### src/rtl/core/imu_gyro_accel_interpolation_sync_unit_assert.svh
// Assertion macros for the IMU gyro / accel pairing block.
// Used by the top level; needs clk and arst_n in the including scope.
`ifndef IMU_GYRO_ACCEL_INTERPOLATION_SYNC_UNIT_ASSERT_SVH
`define IMU_GYRO_ACCEL_INTERPOLATION_SYNC_UNIT_ASSERT_SVH
`ifndef SYNTHESIS
`define IGAS_ASSERT_NOW(lbl, pre, post, msg) \
	lbl: assert property (@(posedge clk) disable iff (!arst_n) (pre) |-> (post)) \
		else $error(msg);
`define IGAS_ASSERT_NEXT(lbl, pre, post, msg) \
	lbl: assert property (@(posedge clk) disable iff (!arst_n) (pre) |=> (post)) \
		else $error(msg);
`else
`define IGAS_ASSERT_NOW(lbl, pre, post, msg)
`define IGAS_ASSERT_NEXT(lbl, pre, post, msg)
`endif
`endif

### src/rtl/core/igas_pkg.sv
// Shared constants for the IMU gyro / accel pairing block.
// No dependencies.
`timescale 1ns / 1ps
package igas_pkg;
	localparam int ALPHA_BITS = 30;
	localparam int OUT_TIME_W = 48;
	localparam int AXIS_W = 32;
	localparam logic CMD_GYRO = 1'b0;
	localparam logic CMD_ACCEL = 1'b1;
endpackage

### src/rtl/core/imu_gyro_accel_interpolation_sync_unit.sv
// IMU gyro / accel pairing: buffers gyro words, emits them with interpolated accel.
// Depends on igas_pkg and imu_gyro_accel_interpolation_sync_unit_assert.svh.
// A gyro word, or an accel word that starts no run, is taken without blocking. An accel
// word that closes a run of N buffered gyros blocks input until the sink has taken the
// last of its N results, however long it holds m_tready low: each result needs a buffer
// read, a setup step, the bit-serial divider (one quotient bit per cycle, feeding a
// bit-serial shift-add multiplier for the three axes), a rounding step and its output
// handshake. Input and output are never both open in the same cycle.
`timescale 1ns / 1ps
`include "imu_gyro_accel_interpolation_sync_unit_assert.svh"
module imu_gyro_accel_interpolation_sync_unit #(
	parameter int GYRO_DEPTH = 16,
	parameter int TIME_WIDTH = 48
) (
	input  logic         clk,
	input  logic         arst_n,
	input  logic         s_tvalid,
	output logic         s_tready,
	// sample_time[47:0], axis_x[79:48], axis_y[111:80], axis_z[143:112]
	input  logic [143:0] s_tdata,
	// command
	input  logic         s_tuser,
	output logic         m_tvalid,
	input  logic         m_tready,
	// out_time[47:0], rate_x/y/z[143:48], accel_x/y/z[239:144]
	output logic [239:0] m_tdata,
	output logic         m_tlast,
	// overflowed
	output logic         m_tuser
);
	import igas_pkg::*;

	localparam int TW = TIME_WIDTH;
	localparam int IW = (GYRO_DEPTH > 1) ? $clog2(GYRO_DEPTH) : 1;
	localparam int CW = $clog2(GYRO_DEPTH + 1);
	localparam int SW = $clog2(ALPHA_BITS + 1);
	localparam logic signed [63:0] RND = 64'sd1 <<< (ALPHA_BITS - 1);

	typedef enum logic [2:0] {ST_IDLE, ST_READ, ST_LOAD, ST_DIV, ST_FIN, ST_OUT} state_t;

	state_t state_q;
	logic have_q, drop_q;
	logic [CW-1:0] cnt_q;
	logic [IW-1:0] idx_q;
	logic [TW-1:0] prev_time_q, dt_q, rem_q;
	logic signed [31:0] prev_x_q, prev_y_q, prev_z_q, cur_x_q, cur_y_q, cur_z_q;
	logic [TW-1:0] cur_time_q;
	logic signed [32:0] diff_x_q, diff_y_q, diff_z_q;
	logic signed [63:0] acc_x_q, acc_y_q, acc_z_q;
	logic sat_q;
	logic [SW-1:0] step_q;
	logic m_tvalid_q, m_tlast_q, m_tuser_q;
	logic [239:0] out_q;

	logic [TW-1:0] mem_time [GYRO_DEPTH];
	logic [95:0] mem_xyz [GYRO_DEPTH];
	logic [TW-1:0] rd_time_q;
	logic [95:0] rd_xyz_q;

	logic s_accept, gyro_wr;
	logic [TW-1:0] t_in, gdiff;
	logic signed [31:0] x_in, y_in, z_in;
	logic [TW:0] r2, rsub;
	logic qb;
	logic [63:0] gt64;

	assign s_tready = (state_q == ST_IDLE);
	assign s_accept = s_tvalid && s_tready;
	assign t_in = TW'(s_tdata[47:0]);
	assign x_in = s_tdata[79:48];
	assign y_in = s_tdata[111:80];
	assign z_in = s_tdata[143:112];
	assign gyro_wr = s_accept && (s_tuser == CMD_GYRO) && have_q && (cnt_q < CW'(GYRO_DEPTH));
	assign gdiff = rd_time_q - prev_time_q;
	assign r2 = {rem_q, 1'b0};
	assign rsub = r2 - {1'b0, dt_q};
	assign qb = (r2 >= {1'b0, dt_q});
	assign gt64 = 64'(rd_time_q);

	assign m_tvalid = m_tvalid_q;
	assign m_tdata = out_q;
	assign m_tlast = m_tlast_q;
	assign m_tuser = m_tuser_q;

	function automatic logic signed [31:0] lerp_round(input logic signed [31:0] a0,
			input logic signed [63:0] p);
		logic signed [63:0] s;
		s = (p + RND) >>> ALPHA_BITS;
		return a0 + s[31:0];
	endfunction

	always_ff @(posedge clk) begin
		if (gyro_wr) begin
			mem_time[cnt_q[IW-1:0]] <= t_in;
			mem_xyz[cnt_q[IW-1:0]] <= s_tdata[143:48];
		end
		if (state_q == ST_READ) begin
			rd_time_q <= mem_time[idx_q];
			rd_xyz_q <= mem_xyz[idx_q];
		end
	end

	always_ff @(posedge clk or negedge arst_n) begin
		if (!arst_n) begin
			state_q <= ST_IDLE;
			have_q <= 1'b0;
			drop_q <= 1'b0;
			cnt_q <= '0;
			prev_time_q <= '0;
			prev_x_q <= '0;
			prev_y_q <= '0;
			prev_z_q <= '0;
			m_tvalid_q <= 1'b0;
		end else begin
			case (state_q)
				ST_IDLE: begin
					if (s_accept && s_tuser == CMD_GYRO) begin
						if (have_q) begin
							if (cnt_q < CW'(GYRO_DEPTH)) cnt_q <= cnt_q + 1'b1;
							else drop_q <= 1'b1;
						end
					end else if (s_accept) begin
						if (have_q && t_in > prev_time_q && cnt_q != '0) begin
							cur_time_q <= t_in;
							cur_x_q <= x_in;
							cur_y_q <= y_in;
							cur_z_q <= z_in;
							dt_q <= t_in - prev_time_q;
							diff_x_q <= {x_in[31], x_in} - {prev_x_q[31], prev_x_q};
							diff_y_q <= {y_in[31], y_in} - {prev_y_q[31], prev_y_q};
							diff_z_q <= {z_in[31], z_in} - {prev_z_q[31], prev_z_q};
							idx_q <= '0;
							state_q <= ST_READ;
						end else begin
							have_q <= 1'b1;
							prev_time_q <= t_in;
							prev_x_q <= x_in;
							prev_y_q <= y_in;
							prev_z_q <= z_in;
							cnt_q <= '0;
							drop_q <= 1'b0;
						end
					end
				end
				ST_READ: state_q <= ST_LOAD;
				ST_LOAD: begin
					if (rd_time_q > prev_time_q) begin
						rem_q <= (gdiff > dt_q) ? dt_q : gdiff;
						sat_q <= (gdiff >= dt_q);
					end else begin
						rem_q <= '0;
						sat_q <= 1'b0;
					end
					acc_x_q <= '0;
					acc_y_q <= '0;
					acc_z_q <= '0;
					step_q <= '0;
					state_q <= ST_DIV;
				end
				ST_DIV: begin
					rem_q <= qb ? rsub[TW-1:0] : r2[TW-1:0];
					acc_x_q <= (acc_x_q <<< 1) + (qb ? 64'(diff_x_q) : 64'sd0);
					acc_y_q <= (acc_y_q <<< 1) + (qb ? 64'(diff_y_q) : 64'sd0);
					acc_z_q <= (acc_z_q <<< 1) + (qb ? 64'(diff_z_q) : 64'sd0);
					step_q <= step_q + 1'b1;
					if (step_q == SW'(ALPHA_BITS - 1)) state_q <= ST_FIN;
				end
				ST_FIN: begin
					out_q[47:0] <= gt64[47:0];
					out_q[143:48] <= rd_xyz_q;
					out_q[175:144] <= sat_q ? cur_x_q : lerp_round(prev_x_q, acc_x_q);
					out_q[207:176] <= sat_q ? cur_y_q : lerp_round(prev_y_q, acc_y_q);
					out_q[239:208] <= sat_q ? cur_z_q : lerp_round(prev_z_q, acc_z_q);
					m_tlast_q <= (CW'(idx_q) + 1'b1 == cnt_q);
					m_tuser_q <= drop_q;
					m_tvalid_q <= 1'b1;
					state_q <= ST_OUT;
				end
				ST_OUT: begin
					if (m_tready) begin
						m_tvalid_q <= 1'b0;
						if (m_tlast_q) begin
							prev_time_q <= cur_time_q;
							prev_x_q <= cur_x_q;
							prev_y_q <= cur_y_q;
							prev_z_q <= cur_z_q;
							cnt_q <= '0;
							drop_q <= 1'b0;
							state_q <= ST_IDLE;
						end else begin
							idx_q <= idx_q + 1'b1;
							state_q <= ST_READ;
						end
					end
				end
				default: state_q <= ST_IDLE;
			endcase
		end
	end

	`IGAS_ASSERT_NOW(a_sides_apart, m_tvalid, !s_tready, "input open while a result waits")
	`IGAS_ASSERT_NOW(a_count_bound, 1'b1, cnt_q <= CW'(GYRO_DEPTH), "gyro count past depth")
	`IGAS_ASSERT_NEXT(a_last_frees, m_tvalid && m_tready && m_tlast, s_tready && cnt_q == '0, "run not closed after last word")
endmodule

### config.mk
export PLATFORM = sky130hd
export DESIGN_NAME = imu_gyro_accel_interpolation_sync_unit
export DESIGN_NICKNAME = d
export VERILOG_FILES = /design/src/rtl/core/igas_pkg.sv /design/src/rtl/core/imu_gyro_accel_interpolation_sync_unit.sv
export VERILOG_INCLUDE_DIRS = /design/src /design/src/rtl/core
export SDC_FILE = /design/constraint.sdc
export NUM_CORES = 2
export LEC_CHECK = 0
export BUFFER_PORTS_ARGS = -buffer_cell sky130_fd_sc_hd__buf_4
export CORE_MARGIN = 3
export CORE_UTILIZATION = 55
export DETAILED_ROUTE_END_ITERATION = 6
export PLACE_DENSITY = 0.7
export RECOVER_POWER = 25
export REMOVE_ABC_BUFFERS = 1
export SYNTH_ARGS = -nofsm -noshare
export SYNTH_HDL_FRONTEND = slang
export SYNTH_SLANG_ARGS = --single-unit
### constraint.sdc
create_clock -name clk -period 20.7 [get_ports clk]
set_clock_uncertainty 0.05 [all_clocks]
set_input_delay 2.07 -clock clk [delete_from_list [all_inputs] [get_ports clk]]
set_output_delay 2.07 -clock clk [all_outputs]
set_load 0.05 [all_outputs]
* After elaboration in Yosys (flattened, before gate mapping)
Memory sizes are Yosys's and may differ from the RTL's. A register that Yosys moved wholly into a read port is not among the register bits.
Cells that the tools add are included.
** Cells by class
- Add/sub/neg operators :: 19
- Magnitude comparators :: 6
- Eq/ne operators :: 20
- Mux-type cells :: 71
- Bitwise gates (word level) :: 3
- Reduce and logical (&&, ||, !) cells :: 22
** Operator list (count)
- 32-bit two-way mux :: 18
- 48-bit two-way mux :: 8
- 62-bit case mux with 2 select lines :: 3
- 32-bit case mux with 2 select lines :: 3
- 48-bit case mux with 2 select lines :: 2
- 62-bit by 31-bit adder with 62-bit output, second input constant :: 3
- 62-bit adder :: 3
- 62-bit two-way mux :: 3
- 48-bit greater-than comparator :: 3
- 48-bit subtractor :: 3
- 32-bit by 32-bit subtractor with 33-bit output :: 3
- 32-bit adder :: 3
- 49-bit by 48-bit greater-or-equal comparator with 1-bit output :: 1
- 48-bit greater-or-equal comparator :: 1
- 5-bit two-way mux :: 7
- 7-bit AND reduction :: 3
- 4-bit two-way mux :: 5
- 5-bit case mux with 2 select lines :: 2
- 3-bit case mux with 6 select lines :: 1
- 3-bit two-way mux :: 5
- 2-bit != test, second input constant :: 6
- 1-bit two-way mux :: 11
- 5-bit by 1-bit adder with 5-bit output, second input constant :: 2
- 5-bit AND reduction :: 2
- 22 further kinds :: 40
** Word-level totals
- Register bits :: 932
- Bits in writable memories :: 2304
- Output and inout port bits :: 244
- Logic and storage cells :: 170
- Memories kept :: 2
** Memories
- mem_xyz :: words 16, width 96, read ports 1, clocked after Yosys merged registers in 1, wr ports 1, RTL line imu_gyro_accel_interpolation_sync_unit.sv:56 : logic [95:0] mem_xyz [GYRO_DEPTH];
- mem_time :: words 16, width 48, read ports 1, clocked after Yosys merged registers in 1, wr ports 1, RTL line imu_gyro_accel_interpolation_sync_unit.sv:55 : logic [TW-1:0] mem_time [GYRO_DEPTH];

* Depth between registers and ports, before layout
- Word-level depth :: 7
- Depth in mapped cells :: 28
- Depth with buffers taken out :: 25

* Least setup slack after synthesis
Ideal clock, no wire load.
- Kind :: input -> register
- Start :: in arst_n
- End :: reg out_q[0] (netlist: m_tdata[0]), enable pin
- Library setup time :: 1.191 ns
- Arrival time :: 19.279 ns
- Data required time :: 19.459 ns
- Setup slack :: 0.180 ns
- Cell stages on the path :: 1
- Buffers on the path :: 0
- Path through :: nor3b_1
** On the way
- Cells in the longest elaborated chain, start to end :: 1
** RTL lines
- start, declared :: RTL line imu_gyro_accel_interpolation_sync_unit.sv:16 : input logic arst_n,
- 2-bit AND reduction (no line)
- end signal, assigned :: RTL line imu_gyro_accel_interpolation_sync_unit.sv:169 : out_q[47:0] <= gt64[47:0];
- end, declared :: RTL line imu_gyro_accel_interpolation_sync_unit.sv:53 : logic [239:0] out_q;
No other way between the ends.
A chain may end at the register's enable or synchronous reset.

* Worst setup path in the final report
- Start :: in arst_n
- End :: reg acc_x_q[51], enable pin
** On the way
- Cells in the longest elaborated chain, start to end :: 1
** RTL lines
- 2-bit AND reduction (no line)
- end signal, assigned :: RTL line imu_gyro_accel_interpolation_sync_unit.sv:162 : acc_x_q <= (acc_x_q <<< 1) + (qb ? 64'(diff_x_q) : 64'sd0);
- end, declared :: RTL line imu_gyro_accel_interpolation_sync_unit.sv:49 : logic signed [63:0] acc_x_q, acc_y_q, acc_z_q;
No other way between the ends.

==> impl_metrics.env <==
export IMPL_status="finished, violations left"
export IMPL_violations="capacitance limit, slew limit"
export IMPL_p_sw_mw=7.78
export IMPL_final_cell_mix="3225 x edfxtp_1, 700 x mux4_2, 571 x ha_1"
export IMPL_syn_area_um2=154000
export IMPL_cp_max_fo=164
export IMPL_grt_ovfl_total=0
export IMPL_ys_types=100
export IMPL_fmax_ghz=0.124
export IMPL_first_global_vias=90000
export IMPL_ff_latch_area_um2=101000
export IMPL_cts_hold_buf=0
export IMPL_cts_sinks=3380
export IMPL_die_x_um=535
export IMPL_end_kind="flop"
export IMPL_p_int_mw=15.0
export IMPL_port_buffers=392
export IMPL_initial_core_util_pct=55.4
export IMPL_drive_gt1_share_pct=16.0
export IMPL_multiInputGateArea_um2=50600
export IMPL_power_density_nw_per_um2=132
export IMPL_layout_commonest_cell="edfxtp_1"
export IMPL_synth_edf_count=3225
export IMPL_place_area_um2=161000
export IMPL_clockRootBuffer="clkbuf_16"
export IMPL_p_comb_share_pct=34.1
export IMPL_period_share_pct=38.9
export IMPL_dr_max_layer_used="met5"
export IMPL_worst_pin_slew_ns=3.79
export IMPL_area_growth_pct=12.0
export IMPL_nFillCells=20000
export IMPL_leakage_nw=60.0
export IMPL_fin_util_pct=62.1
export IMPL_ys_warn_count=0
export IMPL_core_area_um2=277000
export IMPL_die_h_um=535
export IMPL_syn_avg_cell_area_um2=15.7
export IMPL_numCtsBuffers=346
export IMPL_design_area_um2=172000
export IMPL_synthCells=9813
export IMPL_hold_class="flop to flop"
export IMPL_first_iter_violations=9652
export IMPL_cp_required_ns=21.14
export IMPL_drt_first_pass_iters=6
export IMPL_postRouteWirelength_um=387000
export IMPL_wl_met3_um=28800
export IMPL_layout_setup_ws_ns=12.65
export IMPL_h_tree_depth=5
export IMPL_clock_path_buffers=4
export IMPL_drv_cap=1
export IMPL_clock_power_share_pct=27.6
export IMPL_min_period_ns=8.05
export IMPL_dieArea_um2=286000
export IMPL_fin_nets=11000
export IMPL_crit_arrival_ns=8.49
export IMPL_p_seq_share_pct=38.3
export IMPL_rows=193
export IMPL_totalNegativeSetupSlack_ns=0
export IMPL_wl_met2_um=185000
export IMPL_grt_max_degree=165
export IMPL_post_cts_buffers=0
export IMPL_synth_seq_cells=3380
export IMPL_synth_top_cell_by_area="edfxtp_1"
export IMPL_synth_top_area_share_pct=63.0
export IMPL_grt_pass1_wl_um=581000
export IMPL_grt_usage_pct=26.9
export IMPL_vias=89200
export IMPL_route_detailed_drc=0
export IMPL_yosysSeqAreaShare_pct=65.5
export IMPL_cts_tree="built"
export IMPL_dpl_hpwl_um=236000
export IMPL_critPathLaunchType="input pin"
export IMPL_wl_per_cell_um=27.0
export IMPL_cts_resized=0
export IMPL_antenna_found_initial=28
export IMPL_clkTransAtPathRegs_ns=0.06
export IMPL_final_max_slew_viol_count=49
export IMPL_setup_violations=0
export IMPL_ys_flop_type="edfxtp_1"
export IMPL_via_per_inst=6.23
export IMPL_swShare_pct=34.1
export IMPL_antenna_left=0
export IMPL_vdd_drop_max_mv=0.0933
export IMPL_p_total_mw=22.8
export IMPL_hold_violations=0
export IMPL_slew_headroom_pct=-153
export IMPL_synth_area_leaders="edfxtp_1 63%, mux4_2 10%, ha_1 4.6%, dfrtp_1 2.5%, xnor2_1 1.9%"
export IMPL_clock_latency_ns=0.94
export IMPL_wirelength_met1_um=163000
export IMPL_pre_cts_ws_ns=12.93
export IMPL_async_reset_ff_share_pct=4.59
export IMPL_design_portCount=393
export IMPL_rsz0062_at_grt="no"
export IMPL_place_gp_congestion=0.930
export IMPL_crit_type="input pin to flop"
cells in the mapped netlist, types with 24 or more instances:
| cell type | instances |
|---|---|
| o21bai_1 | 78 |
| mux2i_1 | 164 |
| and2_1 | 61 |
| nand2b_1 | 73 |
| inv_1 | 332 |
| a21oi_1 | 552 |
| mux4_2 | 700 |
| clkbuf_1 | 284 |
| o21a_1 | 80 |
| o22ai_1 | 51 |
| nand2_1 | 506 |
| nor2b_1 | 190 |
| o21ai_1 | 118 |
| a21o_1 | 309 |
| nand4_1 | 79 |
| nand3_1 | 135 |
| o21ai_0 | 345 |
| o31ai_1 | 36 |
| buf_1 | 50 |
| dfrtp_1 | 155 |
| a211oi_1 | 54 |
| nor2_1 | 523 |
| ha_1 | 571 |
| and3_1 | 71 |
| edfxtp_1 | 3225 |
| xnor2_1 | 330 |
| and4_1 | 24 |
| a31oi_1 | 64 |
| xor2_1 | 215 |
| nor3_1 | 90 |
cell type report:
cell class	count	share of cell area (%)
Clock buffer	428	5.31
Clock inverter	207	1.37
Multi-Input combinational cell	5744	29.4
Sequential cell	3380	58.5
Inverter	332	0.723
Tap cell	3705	2.69
Antenna cell	21	0.0305
Timing Repair Buffer	505	2.02
power by group through the flow:
| stage | Combinational (mW) | Clock (mW) | Sequential (mW) |
|---|---|---|---|
| floorplan | 5.77 | 0 | 8.80 |
| global route | 8.66 | 6.68 | 8.77 |
| finish | 7.78 | 6.30 | 8.72 |
| CTS | 7.74 | 6.41 | 8.72 |
| detailed placement | 7.66 | 0 | 8.85 |
| global placement | 7.54 | 0 | 8.84 |
critical path, stage by stage:
cell      delay (ns)
clkbuf_1        2.52
buf_4           0.94
nand2_1         0.22
nor2_4          0.83
buf_4           0.68
buf_12          0.65
routing by layer:
| layer | track usage (%) | vias to the layer above |
|---|---|---|
| met5 | 0 | - |
| met4 | 6.90 | 6 |
| met3 | 4.26 | 610 |
| met2 | 43.4 | 3442 |
| met1 | 38.7 | 45700 |
| li1 | - | 39500 |
final timing paths:
check / from / end / slack, ns / cells past startpoint
worst max-delay path: arst_n / acc_x_q[51] / 12.65 / 6
worst min-delay path: rd_xyz_q[34] / m_tdata[82] / 0.36 / 0
worst max register to register: dt_q[5] / acc_y_q[61] / 13.15 / 26
worst min register to register: rd_xyz_q[34] / m_tdata[82] / 0.36 / 0
max in group asynchronous: arst_n / prev_y_q[29] / 15.51 / 3
min in group asynchronous: arst_n / prev_time_q[12] / 2.39 / 1
stage by stage:
step | hold slack (ns) | cells
after floorplan | 0.350 | 9456
after global placement | 0.350 | 13700
after detailed placement | 0.355 | 13700
after CTS | 0.365 | 14300
after global routing | 0.371 | 14300
final | 0.363 | 14300
state kept, by name, indices dropped and copies added (netlist names), 33 cells and up:
signal and cells:
rd_time_q 48, m_tdata 240, diff_x_q 33, diff_y_q 33
acc_z_q 62, rd_xyz_q 96, mem_xyz 1536, prev_time_q 48
diff_z_q 33, acc_x_q 62, mem_time 768, rem_q 48
acc_y_q 62, dt_q 48, cur_time_q 48
kinds of logic after synthesis:
group	synth area share, %
mux	11.4
simple gates	5.73
flops	65.5
compound gates	7.81
buf+inv	1.70
xor+xnor	3.10
fa+ha+maj	4.80
Power figures use the tool's default switching activity.
